[src/hw/rtl/cpfe_pkg.sv]
// ----------------------------------------------------------------------------
// cpfe_pkg
// Shared types, sizes and codes of the clipped pixel fill engine.
// ----------------------------------------------------------------------------
`default_nettype none

package cpfe_pkg;

  localparam int unsigned MAX_WIDTH   = 256;
  localparam int unsigned MAX_HEIGHT  = 256;
  localparam int unsigned STORE_DEPTH = MAX_WIDTH * MAX_HEIGHT;
  localparam int unsigned ADDR_W      = $clog2(STORE_DEPTH);
  localparam int unsigned COL_W       = $clog2(MAX_WIDTH);
  localparam int unsigned ROW_W       = $clog2(MAX_HEIGHT);
  localparam int unsigned DIM_W       = $clog2(((MAX_WIDTH > MAX_HEIGHT) ?
                                                 MAX_WIDTH : MAX_HEIGHT) + 1);

  localparam int unsigned COORD_W = 16;
  localparam int unsigned CALC_W  = COORD_W + 2;
  localparam int unsigned COLOR_W = 32;
  localparam int unsigned TYPE_W  = 3;

  localparam int unsigned CFG_IDX_W  = 2;
  localparam int unsigned CFG_DATA_W = 9;

  localparam logic [CFG_IDX_W-1:0] CFG_FRAME_WIDTH  = CFG_IDX_W'(0);
  localparam logic [CFG_IDX_W-1:0] CFG_FRAME_HEIGHT = CFG_IDX_W'(1);

  localparam logic [CFG_DATA_W-1:0] FRAME_WIDTH_RST  = CFG_DATA_W'(256);
  localparam logic [CFG_DATA_W-1:0] FRAME_HEIGHT_RST = CFG_DATA_W'(256);

  localparam int unsigned QUEUE_DEPTH = 2;
  localparam int unsigned QPTR_W      = $clog2(QUEUE_DEPTH);
  localparam int unsigned QCNT_W      = $clog2(QUEUE_DEPTH + 1);

  typedef enum logic [TYPE_W-1:0] {
    REQ_PLOT  = 3'd0,
    REQ_SPAN  = 3'd1,
    REQ_RECT  = 3'd2,
    REQ_CLEAR = 3'd3,
    REQ_READ  = 3'd4
  } req_type_e;

  typedef enum logic [1:0] {
    OP_NONE  = 2'd0,
    OP_WRITE = 2'd1,
    OP_READ  = 2'd2
  } cmd_op_e;

  // clipped command as handed from front to back
  typedef struct packed {
    cmd_op_e            op;
    logic [COL_W-1:0]   x0;
    logic [COL_W-1:0]   x1;
    logic [ROW_W-1:0]   y0;
    logic [ROW_W-1:0]   y1;
    logic [DIM_W-1:0]   width;
    logic [COLOR_W-1:0] color;
  } cmd_t;

  typedef enum logic [2:0] {
    BK_IDLE  = 3'd0,
    BK_SETUP = 3'd1,
    BK_FILL  = 3'd2,
    BK_READ  = 3'd3,
    BK_DONE  = 3'd4
  } back_state_e;

endpackage

`default_nettype wire

[src/hw/rtl/cpfe_queue.sv]
// ----------------------------------------------------------------------------
// cpfe_queue
// Short command queue between the front and the back.
// ----------------------------------------------------------------------------
`default_nettype none

module cpfe_queue (
  input  wire logic            clk_i,
  input  wire logic            rst_ni,
  input  wire logic            push_i,
  input  wire cpfe_pkg::cmd_t  cmd_i,
  output logic                 full_o,
  input  wire logic            pop_i,
  output logic                 empty_o,
  output cpfe_pkg::cmd_t       head_o
);

  cpfe_pkg::cmd_t                slot_q [cpfe_pkg::QUEUE_DEPTH];
  logic [cpfe_pkg::QPTR_W-1:0]   wr_ptr_q, rd_ptr_q;
  logic [cpfe_pkg::QCNT_W-1:0]   count_q;
  logic                          do_push, do_pop;

  assign full_o  = (32'(count_q) == cpfe_pkg::QUEUE_DEPTH);
  assign empty_o = (count_q == '0);
  assign head_o  = slot_q[rd_ptr_q];
  assign do_push = push_i && !full_o;
  assign do_pop  = pop_i && !empty_o;

  always_ff @(posedge clk_i) begin
    if (do_push) begin
      slot_q[wr_ptr_q] <= cmd_i;
    end
  end

  always_ff @(posedge clk_i or negedge rst_ni) begin
    if (!rst_ni) begin
      wr_ptr_q <= '0;
      rd_ptr_q <= '0;
      count_q  <= '0;
    end else begin
      if (do_push) begin
        wr_ptr_q <= (32'(wr_ptr_q) == cpfe_pkg::QUEUE_DEPTH - 1) ? '0
                    : wr_ptr_q + cpfe_pkg::QPTR_W'(1);
      end
      if (do_pop) begin
        rd_ptr_q <= (32'(rd_ptr_q) == cpfe_pkg::QUEUE_DEPTH - 1) ? '0
                    : rd_ptr_q + cpfe_pkg::QPTR_W'(1);
      end
      if (do_push && !do_pop) begin
        count_q <= count_q + cpfe_pkg::QCNT_W'(1);
      end else if (do_pop && !do_push) begin
        count_q <= count_q - cpfe_pkg::QCNT_W'(1);
      end
    end
  end

endmodule

`default_nettype wire

[config.mk]
export PLATFORM = sky130hd
export DESIGN_NAME = cpfe_queue
export DESIGN_NICKNAME = d
export VERILOG_FILES = /design/src/hw/rtl/cpfe_pkg.sv /design/src/hw/rtl/cpfe_queue.sv
export SDC_FILE = /design/constraint.sdc
export NUM_CORES = 1
export LEC_CHECK = 0
export BUFFER_PORTS_ARGS = -buffer_cell sky130_fd_sc_hd__buf_2
export CORE_ASPECT_RATIO = 0.8
export CORE_UTILIZATION = 52
export CTS_BUF_LIST = sky130_fd_sc_hd__clkbuf_16
export DETAILED_ROUTE_END_ITERATION = 16
export PLACE_DENSITY = 0.79
export SLEW_MARGIN = 20
export SYNTH_ARGS = -nofsm -noshare
export SYNTH_HDL_FRONTEND = slang
export SYNTH_SLANG_ARGS = --single-unit
[constraint.sdc]
create_clock -name clk_i -period 5.2 [get_ports clk_i]
set_clock_uncertainty 0.15 [all_clocks]
set_input_delay 1.04 -clock clk_i [delete_from_list [all_inputs] [get_ports clk_i]]
set_output_delay 1.04 -clock clk_i [all_outputs]
set_load 0.01 [all_outputs]
==> key figures <==
Power
  • Power Density: between 500 and 600 nW/um^2
  • Combinational Power Share: approximately 30%
  • Sequential power share: between 40% and 50%
  • Worst VDD drop: 515.2 uV
  • Internal: about 0.0031 W
  • Clock power share: 29.2%
  • Leak: just under 3 nW
  • Sw Ratio: ~27%
  • Sw Pwr: between 0.001 and 0.0015 W

Min path
  • Hold WC Path Type: input pin to async pin

Placement
  • Placed instance area: 6693 um^2
  • IO buf count: 155
  • Detail Placement HPWL: slightly above 6 mm
  • Gpl congestion: 0.6930
  • Setup WS pre-CTS: approximately 2.2 ns
  • Dpl cells: roughly 540

CTS
  • Clk slew on worst S/H paths: 0.06 ns
  • Worst skew pair latency: about 0.4 ns
  • Setup Buffers After CTS: 0
  • Post-CTS sizing: 0
  • TritonCTS Buffers: 17
  • CTS tree: built
  • # hold bufs at CTS: 0
  • Root Buffer: clkbuf_16
  • Clk sinks: around 150
  • Max clock buf depth: 2
  • # H-tree levels: 4

Worst setup path
  • WP data arrival: ~2.0 ns
  • Crit path cell chain: buf_4, mux2_2, buf_2
  • Critical path launch point type: register
  • Critical path type: register to output port
  • Top Family by Delay on Critical Path: buffers and inverters
  • Critical path endpoint category: output port
  • Crit Path Max Fanout: 48
  • Req. time, crit path: ~4 ns
  • WP buf/inv: 2
  • Slowest CP cell: buf_4
  • Delay of the slowest critical-path stage: approximately 0.57 ns

Timing
  • Final hold violations: 0
  • Slew Limit Fails: 0
  • Setup TNS: 0 ns
  • Slew @ Worst Pin: approximately 1.0 ns
  • Setup-failing EPs final: 0
  • Final WS setup: approximately 2.1 ns
  • Max_slew headroom: a little under a third
  • Fmax: 317.9 MHz
  • Part of the cycle the worst path needs: approximately three fifths
  • Min cycle time layout: 3.145 ns
  • RSZ-0062 raised after global routing: no

Final layout
  • Layout area overhead: 26.75%
  • Final instance area: 7305 um^2
  • Share of layout cells above drive strength 1: 60.92%
  • Nets: 502
  • N_diodes: 0
  • Fill count: 674
  • Final cell count without fillers: 575

Synthesis
  • Synth Area per Inst: around 23 um^2
  • Most frequent cell after synthesis: edfxtp_1
  • Post-synthesis register bit count: ~150
  • Post-synth cell types: 16
  • Synth top area share: 78.16%
  • Post-synth top cells: 150 x edfxtp_1, 40 x mux2_4, 35 x mux2_2, 4 x buf_6, 4 x dfrtp_1
  • Register area share after synthesis: 79.90%
  • Most used DFF post-synth: edfxtp_1
  • Number of enable flip-flop cells after synthesis: 150
  • Synth Warn #: 0
  • Cell taking the most area after synthesis: edfxtp_1
  • Synthesized net count: roughly 330
  • Async S/R FF share, synth: under 10%
  • Cell area after synthesis: approximately 5800 um^2
  • Synth area leaders: edfxtp_1 78%, mux2_4 10%, mux2_2 6.8%
  • Cells after Synth: around 250

Drt
  • Via count: 2853
  • # DRC: 0
  • Per-cell routed wire length: around 17 um
  • Vias per Instance: 4.962
  • Routed Wire Length: around 9.7 mm
  • Antenna viol nets, final: 0
  • 1st-iter DRT viols: approximately 120
  • Total iterations of the first detailed-routing run: 4

Floorplanning
  • Core box area: roughly 11000 um^2
  • Initial core utilization: between 50% and 60%
  • Row count: 33
  • Die W: 119.7 um
  • Die area: roughly 12000 um^2
  • Die Ht: just under 100 um
  • I/O pin total: ~160

Global route
  • Vias in the first global route: between 2000 and 3000
  • Largest net degree at the start of global routing: 76
  • Gr usage total: 17.21%
  • Initial antenna violation count: 0
  • First-pass GRT wire length: 14.14 mm
  • Grt ovf: 0

Run
  • MaxCap Viol Count: 0

Outcome
  • Outcome: finished clean
-- metal layers --
metal	part of all wire, %	global-route usage, %
met1	45	21.55
met2	46	26.83
met3	7.5	6.635
met4	1.2	7.813
met5	0	0
-- power by group through the flow --
stage | Sequential (W) | Clock [W] | Combinational, W
5_1_grt | 0.00180 | 0.00132 | 0.00135
2_1_floorplan | 0.00180 | 0 | 0.000874
4_1_cts | 0.00178 | 0.00127 | 0.00128
6_report | 0.00178 | 0.00125 | 0.00125
3_5_place_dp | 0.00180 | 0 | 0.00127
3_3_place_gp | 0.00179 | 0 | 0.00125
-- logic make-up after synthesis --
group	share of synthesized area, %
and+or+nand+nor	0.4777
xor gates and xnor gates	0.7600
DFF	79.90
buffers and inverters	1.303
AOI/OAI and AO/OA	0.08676
adders and majority gates	0.2171
muxes	17.26
-- final cells by class --
class / count / area, um^2 / share of cell area, %
multi-input combinational: 88 / 1096 / 15.01
clock buffer: 17 / 425.4 / 5.824
clock inverter: 15 / 186.4 / 2.552
timing repair buffer: 159 / 805.8 / 11.03
inverter: 2 / 7.507 / 0.1028
sequential: 154 / 4608 / 63.09
tap: 140 / 175.2 / 2.398
-- worst reg2reg max path: cells and delay by family (launching register included) --
| family | cells | cell delay (ns) |
|---|---|---|
| buffers and inverters | 1 | 0.45 |
| DFF | 1 | 0.43 |
| and+or+nand+nor | 3 | 1.12 |
-- worst paths after layout --
| kind | cells past startpoint | slack (ns) | from | to |
|---|---|---|---|---|
| worst max-delay path | 3 | 2.05 | rd_ptr_q$_DFFE_PN0P_ | head_o[45] |
| worst min register to register | 1 | 0.36 | count_q[1]$_DFFE_PN0P_ | count_q[1]$_DFFE_PN0P_ |
| worst max register to register | 4 | 2.71 | count_q[0]$_DFFE_PN0P_ | slot_q[0][23]$_DFFE_PP_ |
| max in group asynchronous | 1 | 4.47 | rst_ni | rd_ptr_q$_DFFE_PN0P_ |
| min in group clk_i | 1 | 0.36 | count_q[1]$_DFFE_PN0P_ | count_q[1]$_DFFE_PN0P_ |
| worst min-delay path | 1 | 0.29 | rst_ni | wr_ptr_q$_DFFE_PN0P_ |
-- flip-flops by register name, summed over array words and instances (netlist names) --
signal    flops
count_q       2
slot_q      150
rd_ptr_q      1
wr_ptr_q      1
-- metrics by stage --
stage                     total power [W]  util [%]  hold slack (ns)
after global placement           0.003040     63.57           0.3506
after detailed placement         0.003072     63.57           0.3555
after CTS                        0.004330     69.38           0.2707
after floorplan                  0.002675         -           0.3108
after global routing             0.004469     69.38           0.2703
final                            0.004280     69.38           0.2858
-- placed cells by master (no fill, tap or decap) --
cell	count
buf_2	155
edfxtp_1	150
mux2_4	40
mux2_2	35
clkbuf_16	17
inv_1	6
bufinv_16	4
buf_4	4
xnor2_1	3
clkinv_4	3
dfrtp_1	3
nor2_1	2
xor2_1	2
clkinvlp_4	2
clkinv_2	2
nand2b_1	1
nand2_1	1
o21ai_0	1
and3_4	1
nor2_4	1
ha_1	1
dfrtp_4	1
No activity file was read; power rests on OpenSTA's default activity.
