$ cat src/hw/rtl/cpfe_pkg.sv
// ----------------------------------------------------------------------------
// cpfe_pkg
// Shared types, sizes and codes of the clipped pixel fill engine.
// ----------------------------------------------------------------------------
`default_nettype none

package cpfe_pkg;

  localparam int unsigned MAX_WIDTH   = 256;
  localparam int unsigned MAX_HEIGHT  = 256;
  localparam int unsigned STORE_DEPTH = MAX_WIDTH * MAX_HEIGHT;
  localparam int unsigned ADDR_W      = $clog2(STORE_DEPTH);
  localparam int unsigned COL_W       = $clog2(MAX_WIDTH);
  localparam int unsigned ROW_W       = $clog2(MAX_HEIGHT);
  localparam int unsigned DIM_W       = $clog2(((MAX_WIDTH > MAX_HEIGHT) ?
                                                 MAX_WIDTH : MAX_HEIGHT) + 1);

  localparam int unsigned COORD_W = 16;
  localparam int unsigned CALC_W  = COORD_W + 2;
  localparam int unsigned COLOR_W = 32;
  localparam int unsigned TYPE_W  = 3;

  localparam int unsigned CFG_IDX_W  = 2;
  localparam int unsigned CFG_DATA_W = 9;

  localparam logic [CFG_IDX_W-1:0] CFG_FRAME_WIDTH  = CFG_IDX_W'(0);
  localparam logic [CFG_IDX_W-1:0] CFG_FRAME_HEIGHT = CFG_IDX_W'(1);

  localparam logic [CFG_DATA_W-1:0] FRAME_WIDTH_RST  = CFG_DATA_W'(256);
  localparam logic [CFG_DATA_W-1:0] FRAME_HEIGHT_RST = CFG_DATA_W'(256);

  localparam int unsigned QUEUE_DEPTH = 2;
  localparam int unsigned QPTR_W      = $clog2(QUEUE_DEPTH);
  localparam int unsigned QCNT_W      = $clog2(QUEUE_DEPTH + 1);

  typedef enum logic [TYPE_W-1:0] {
    REQ_PLOT  = 3'd0,
    REQ_SPAN  = 3'd1,
    REQ_RECT  = 3'd2,
    REQ_CLEAR = 3'd3,
    REQ_READ  = 3'd4
  } req_type_e;

  typedef enum logic [1:0] {
    OP_NONE  = 2'd0,
    OP_WRITE = 2'd1,
    OP_READ  = 2'd2
  } cmd_op_e;

  // clipped command as handed from front to back
  typedef struct packed {
    cmd_op_e            op;
    logic [COL_W-1:0]   x0;
    logic [COL_W-1:0]   x1;
    logic [ROW_W-1:0]   y0;
    logic [ROW_W-1:0]   y1;
    logic [DIM_W-1:0]   width;
    logic [COLOR_W-1:0] color;
  } cmd_t;

  typedef enum logic [2:0] {
    BK_IDLE  = 3'd0,
    BK_SETUP = 3'd1,
    BK_FILL  = 3'd2,
    BK_READ  = 3'd3,
    BK_DONE  = 3'd4
  } back_state_e;

endpackage

`default_nettype wire

$ cat src/hw/rtl/cpfe_if.sv
// ----------------------------------------------------------------------------
// cpfe channel interfaces
// Request, response and configuration channels with valid/ready handshake.
// ----------------------------------------------------------------------------
`default_nettype none

interface cpfe_req_if;
  logic                                    valid;
  logic                                    ready;
  logic        [cpfe_pkg::TYPE_W-1:0]      req_type;
  logic signed [cpfe_pkg::COORD_W-1:0]     pos_x;
  logic signed [cpfe_pkg::COORD_W-1:0]     pos_y;
  logic signed [cpfe_pkg::COORD_W-1:0]     span_end_y;
  logic signed [cpfe_pkg::COORD_W-1:0]     extent_w;
  logic signed [cpfe_pkg::COORD_W-1:0]     extent_h;
  logic        [cpfe_pkg::COLOR_W-1:0]     fill_color;

  modport source (output valid, req_type, pos_x, pos_y, span_end_y, extent_w,
                  extent_h, fill_color, input ready);
  modport sink   (input valid, req_type, pos_x, pos_y, span_end_y, extent_w,
                  extent_h, fill_color, output ready);
endinterface


interface cpfe_cfg_if;
  logic                                valid;
  logic                                ready;
  logic [cpfe_pkg::CFG_IDX_W-1:0]      reg_index;
  logic [cpfe_pkg::CFG_DATA_W-1:0]     wdata;

  modport source (output valid, reg_index, wdata, input ready);
  modport sink   (input valid, reg_index, wdata, output ready);
endinterface

`default_nettype wire

$ cat src/hw/rtl/cpfe_front.sv
// ----------------------------------------------------------------------------
// cpfe_front
// Holds the frame size, takes requests and clips them to a pixel box.
// ----------------------------------------------------------------------------
`default_nettype none

module cpfe_front (
  input  wire logic           clk_i,
  input  wire logic           rst_ni,
  cpfe_req_if.sink            req,
  cpfe_cfg_if.sink            cfg,
  input  wire logic           q_full_i,
  output logic                push_o,
  output cpfe_pkg::cmd_t      cmd_o
);

  localparam int unsigned CW = cpfe_pkg::CALC_W;

  logic [cpfe_pkg::CFG_DATA_W-1:0] fw_q, fh_q;
  logic [cpfe_pkg::DIM_W-1:0]      w_eff, h_eff;
  logic signed [CW-1:0] px, py, ey, ew, eh, wm1, hm1;
  logic signed [CW-1:0] lo_x, hi_x, lo_y, hi_y, x0, x1, y0, y1;
  logic                 hit;
  cpfe_pkg::cmd_op_e    op;

  assign cfg.ready = 1'b1;

  always_ff @(posedge clk_i or negedge rst_ni) begin
    if (!rst_ni) begin
      fw_q <= cpfe_pkg::FRAME_WIDTH_RST;
      fh_q <= cpfe_pkg::FRAME_HEIGHT_RST;
    end else if (cfg.valid) begin
      if (cfg.reg_index == cpfe_pkg::CFG_FRAME_WIDTH) begin
        fw_q <= cfg.wdata;
      end
      if (cfg.reg_index == cpfe_pkg::CFG_FRAME_HEIGHT) begin
        fh_q <= cfg.wdata;
      end
    end
  end

  // oversized register values saturate to the store size
  always_comb begin
    if (32'(fw_q) > cpfe_pkg::MAX_WIDTH) begin
      w_eff = cpfe_pkg::DIM_W'(cpfe_pkg::MAX_WIDTH);
    end else begin
      w_eff = cpfe_pkg::DIM_W'(fw_q);
    end
    if (32'(fh_q) > cpfe_pkg::MAX_HEIGHT) begin
      h_eff = cpfe_pkg::DIM_W'(cpfe_pkg::MAX_HEIGHT);
    end else begin
      h_eff = cpfe_pkg::DIM_W'(fh_q);
    end
  end

  assign px  = CW'(req.pos_x);
  assign py  = CW'(req.pos_y);
  assign ey  = CW'(req.span_end_y);
  assign ew  = CW'(req.extent_w);
  assign eh  = CW'(req.extent_h);
  assign wm1 = $signed(CW'(w_eff)) - CW'(1);
  assign hm1 = $signed(CW'(h_eff)) - CW'(1);

  // unclipped box; a non-positive extent gives hi < lo and so an empty box
  always_comb begin
    lo_x = px;
    hi_x = px;
    lo_y = py;
    hi_y = py;
    op   = cpfe_pkg::OP_NONE;
    case (req.req_type)
      cpfe_pkg::REQ_PLOT: begin
        op = cpfe_pkg::OP_WRITE;
      end
      cpfe_pkg::REQ_SPAN: begin
        op = cpfe_pkg::OP_WRITE;
        if (py > ey) begin
          lo_y = ey;
          hi_y = py;
        end else begin
          hi_y = ey;
        end
      end
      cpfe_pkg::REQ_RECT: begin
        op   = cpfe_pkg::OP_WRITE;
        hi_x = px + ew - CW'(1);
        hi_y = py + eh - CW'(1);
      end
      cpfe_pkg::REQ_CLEAR: begin
        op   = cpfe_pkg::OP_WRITE;
        lo_x = '0;
        hi_x = wm1;
        lo_y = '0;
        hi_y = hm1;
      end
      cpfe_pkg::REQ_READ: begin
        op = cpfe_pkg::OP_READ;
      end
      default: begin
        op = cpfe_pkg::OP_NONE;
      end
    endcase
  end

  assign x0  = (lo_x < 0) ? '0 : lo_x;
  assign y0  = (lo_y < 0) ? '0 : lo_y;
  assign x1  = (hi_x > wm1) ? wm1 : hi_x;
  assign y1  = (hi_y > hm1) ? hm1 : hi_y;
  assign hit = (x0 <= x1) && (y0 <= y1);

  assign req.ready = !q_full_i;
  assign push_o    = req.valid && !q_full_i;

  always_comb begin
    cmd_o.op    = hit ? op : cpfe_pkg::OP_NONE;
    cmd_o.x0    = x0[cpfe_pkg::COL_W-1:0];
    cmd_o.x1    = x1[cpfe_pkg::COL_W-1:0];
    cmd_o.y0    = y0[cpfe_pkg::ROW_W-1:0];
    cmd_o.y1    = y1[cpfe_pkg::ROW_W-1:0];
    cmd_o.width = w_eff;
    cmd_o.color = req.fill_color;
  end

endmodule

`default_nettype wire

$ cat src/flat_wrapper.sv
// flat-port wrapper written by rule: the top's interface ports become plain ports
module cpfe_front_flat 
  (clk_i, rst_ni, q_full_i, push_o, cmd_o, req_valid, req_req_type, req_pos_x, req_pos_y, req_span_end_y, req_extent_w, req_extent_h, req_fill_color, req_ready, cfg_valid, cfg_reg_index, cfg_wdata, cfg_ready);
  cpfe_req_if req_i ();
  cpfe_cfg_if cfg_i ();
  input  wire logic clk_i;
  input  wire logic rst_ni;
  input  wire logic q_full_i;
  output logic push_o;
  output cpfe_pkg::cmd_t cmd_o;
  input wire logic [$bits(req_i.valid)-1:0] req_valid;
  input wire logic [$bits(req_i.req_type)-1:0] req_req_type;
  input wire logic [$bits(req_i.pos_x)-1:0] req_pos_x;
  input wire logic [$bits(req_i.pos_y)-1:0] req_pos_y;
  input wire logic [$bits(req_i.span_end_y)-1:0] req_span_end_y;
  input wire logic [$bits(req_i.extent_w)-1:0] req_extent_w;
  input wire logic [$bits(req_i.extent_h)-1:0] req_extent_h;
  input wire logic [$bits(req_i.fill_color)-1:0] req_fill_color;
  output wire logic [$bits(req_i.ready)-1:0] req_ready;
  input wire logic [$bits(cfg_i.valid)-1:0] cfg_valid;
  input wire logic [$bits(cfg_i.reg_index)-1:0] cfg_reg_index;
  input wire logic [$bits(cfg_i.wdata)-1:0] cfg_wdata;
  output wire logic [$bits(cfg_i.ready)-1:0] cfg_ready;
  assign req_i.valid = req_valid;
  assign req_i.req_type = req_req_type;
  assign req_i.pos_x = req_pos_x;
  assign req_i.pos_y = req_pos_y;
  assign req_i.span_end_y = req_span_end_y;
  assign req_i.extent_w = req_extent_w;
  assign req_i.extent_h = req_extent_h;
  assign req_i.fill_color = req_fill_color;
  assign req_ready = req_i.ready;
  assign cfg_i.valid = cfg_valid;
  assign cfg_i.reg_index = cfg_reg_index;
  assign cfg_i.wdata = cfg_wdata;
  assign cfg_ready = cfg_i.ready;
  cpfe_front u_core (.clk_i(clk_i), .rst_ni(rst_ni), .req(req_i), .cfg(cfg_i), .q_full_i(q_full_i), .push_o(push_o), .cmd_o(cmd_o));
endmodule
$ cat config.mk
export PLATFORM = sky130hd
export DESIGN_NAME = cpfe_front_flat
export DESIGN_NICKNAME = d
export VERILOG_FILES = /design/src/hw/rtl/cpfe_pkg.sv /design/src/hw/rtl/cpfe_if.sv /design/src/hw/rtl/cpfe_front.sv /design/src/flat_wrapper.sv
export SDC_FILE = /design/constraint.sdc
export NUM_CORES = 1
export LEC_CHECK = 0
export BUFFER_PORTS_ARGS = -buffer_cell sky130_fd_sc_hd__clkbuf_2
export CAP_MARGIN = 20
export CORE_ASPECT_RATIO = 1.25
export CORE_UTILIZATION = 45
export DETAILED_ROUTE_END_ITERATION = 7
export PLACE_DENSITY = 0.7
export SLEW_MARGIN = 40
export SYNTH_ARGS = -nofsm -noshare
export SYNTH_HDL_FRONTEND = slang
export SYNTH_SLANG_ARGS = --single-unit
$ cat constraint.sdc
create_clock -name clk_i -period 22.1 [get_ports clk_i]
set_input_delay 1.105 -clock clk_i [delete_from_list [all_inputs] [get_ports clk_i]]
set_output_delay 1.105 -clock clk_i [all_outputs]
set_load 0.02 [all_outputs]
==> results.yml <==
setup_path:
  crit_fanout: 13
  crit_path_start_kind: "input port"
  r2r-start: "u_core.fw_q[8]$_DFFE_PN1P_"
  timing.setup.critical_path_class: "in2out"
  slowest_stage: "or4b_2"
  slowest_delay_ns: 0.66
  r2r_setup_slack_ns: 21.18
  arrival_ns: 9.46
  r2r-end: "u_core.fw_q[8]$_DFFE_PN1P_"
  end_kind: "output pin"
  required_ns: 21.00
  rr_worst_depth: 1
  worstSetupStartpoint: "req_pos_x[4]"
yosys:
  syn_avg_cell_area_um2: 6.96
  ys.flop_type: "dfrtp_1"
  synthArstFlopShare_pct: 100
  synth_area_um2: 7620
  synth_cell_types: 81
  synth_edf_count: 0
  ys_seq_area_share_pct: 5.95
  synthesis.instances: 1095
  yosysWarnings: 0
  syn-num-nets: 1346
  synth_seq_cells: 18
place:
  io_buffers: 143
  place_hpwl_mm: 20.8
  gp_congestion: 0.987
detailed_routing:
  drc: 0
  first_pass_iters: 5
  vias: 8553
  ant_nets: 0
  wl_per_cell_um: 17.9
  vias_per_cell: 6.15
  drt_iter0_drc: 600
  routed_wl_mm: 24.9
floorplanning:
  fp.dieH_um: 147
  core_um2: 16400
  die_area_um2: 17500
  initial_core_util_pct: 46.5
  die_w_um: 118
  ios: 209
  placementRows: 52
power_and_ir_drop:
  p_per_area_nw_per_um2: 52.4
  p_sw_mw: 0.237
  finalPower_mw: 0.439
  pwr-share-clk_pct: 8.9
  p_int_mw: 0.202
  comb_power_share_pct: 80.0
  p_leak_nw: 4.01
  seqPwrFrac_pct: 11.1
  swShare_pct: 53.9
  vdd_ir_drop_max_mv: 0.0228
timing:
  setup_viol: 0
  clock-skew-final_ns: 0
  tns_ns: 0
  slew_viol_final: 0
  worstMarginPinSlew_ns: 0.879
  fin_crit_ns: 10.56
  max_freq_mhz: 94.7
  rsz0062_at_grt: "false"
  maxSlewHeadroom_pct: 40.6
  post-route-period-util_pct: 47.8
  finalHoldViolations: 0
grt:
  grt-ovfl-total: 0
  grt_start_max_net_pins: 41
  grt_pass1_vias: 7738
  grt_pass1_wl_mm: 38.9
  grtUsageTotal_pct: 27.4
  antenna_found_initial: 0
final_layout:
  drive_gt1_share_pct: 17.2
  nets: 1427
  most-common-layout-cells: "clkbuf_2 (143), ha_1 (118), nor2_1 (112), a21oi_1 (112), nand2_1 (80)"
  diodes: 0
  syn_to_final_growth_pct: 9.81
  final_common_cell: "clkbuf_2"
  nFillCells: 1736
clock_tree:
  clk_latency_ns: 0.24
  clkSinkCount: 18
  cts_buffers: 3
  cts_max_path_buffers: 2
  holdBufCountCts: 0
  tritoncts: "done"
  clkTransAtPathRegs_ns: 0.05
  cts_resized: 0
  cts.htree.levels: 1
  root_buffer: "clkbuf_16"
  cts_setup_buffers: 0
hold_path:
  min_path_type: "reg2reg"
  hold_depth: 1
  hold_path_end: "u_core.fh_q[6]$_DFFE_PN0P_"
  min_from: "u_core.fh_q[6]$_DFFE_PN0P_"
run:
  cap_violations: 0
run_status:
  status: "finished, final reports clean"
[registers in the layout (all words and copies together), names as in the netlist]
name,count
u_core.fh_q,9
u_core.fw_q,9
[cell type report]
cell class                      count  area, um^2  area share (%)
Inverter                           69         259            3.10
Sequential cell                    18         453            5.42
Clock buffer                        4        88.8            1.06
Multi-Input combinational cell    934        6530            78.0
Tap cell                          216         270            3.23
Timing Repair Buffer              150         768            9.18
[cell families (layout without fill, tap and decap cells)]
logic type      Yosys count  count (layout)  synth area share [%]
simple gates            379             379                  25.2
flops                    18              18                  5.95
other cells               1               1                0.0492
buf+inv                 143             223                  8.69
compound gates          364             364                  31.3
xor+xnor                 38              38                  4.37
mux                      32              32                  4.57
fa+ha+maj               120             120                  19.9
[power by group through the flow]
stage                     sequential (mW)  clock, mW  combinational, mW
after floorplan                    0.0458          0              0.259
after global placement             0.0491          0              0.343
after detailed placement           0.0494          0              0.346
after CTS                          0.0490     0.0393              0.348
after global routing               0.0505     0.0406              0.389
final                              0.0489     0.0389              0.351
[synth_stat cells (14+ instances only)]
library cell	count	area share [%]
nor2b_1	15	1.2
xnor2_1	16	1.8
a21o_1	35	3.4
dfrtp_1	16	5.3
xor2_1	22	2.5
clkbuf_1	35	1.7
nor2_1	112	5.5
ha_1	118	19
buf_4	33	3.3
a22oi_1	16	1.6
a21oi_1	113	7.4
nor3_1	22	1.4
nand2_1	80	3.9
mux2_2	22	3.3
nand4_1	18	1.5
and3_1	17	1.4
inv_1	69	3.4
a211oi_1	19	1.9
o21ai_0	65	4.3
nand3_1	22	1.4
nand2b_1	14	1.1
and2_1	23	1.9
[critical path, delay by kind of cell]
kind	cells	cell delay [ns]
xor gates and xnor gates	1	0.17
adders and majority gates	3	0.98
AOI/OAI and AO/OA	11	3.03
and+or+nand+nor	12	3.83
buffers and inverters	2	0.32
[per-stage QoR]
stage          hold WS [ns]  setup slack [ns]  utilization [%]  area, um^2  instances
2_1_floorplan         0.493             12.99                -        7620       1095
3_3_place_gp          0.519             11.56             50.4        8260       1387
3_5_place_dp          0.540             11.55             50.4        8260       1387
4_1_cts               0.551             11.53             50.9        8350       1391
5_1_grt               0.577             10.85             51.0        8360       1391
6_report              0.540             11.54             51.0        8360       1391
[how the worst max path moves through the flow]
stage | to | slack [ns] | cells past startpoint
finish | cmd_o[73] | 11.54 | 29
global route | cmd_o[73] | 10.85 | 30
CTS | cmd_o[73] | 11.53 | 29
detailed placement | cmd_o[73] | 11.55 | 29
global placement | cmd_o[73] | 11.56 | 29
floorplan | cmd_o[73] | 12.99 | 31
[per-layer routing]
| metal | global-route usage, % | vias to the layer above | wire length, um |
|---|---|---|---|
| li1 | - | 4215 | - |
| met5 | 0 | - | 0 |
| met3 | 1.50 | 72 | 1630 |
| met4 | 13.4 | 0 | 1350 |
| met2 | 51.3 | 389 | 12300 |
| met1 | 31.7 | 3877 | 9660 |
No activity file was read; power rests on OpenSTA's default activity.
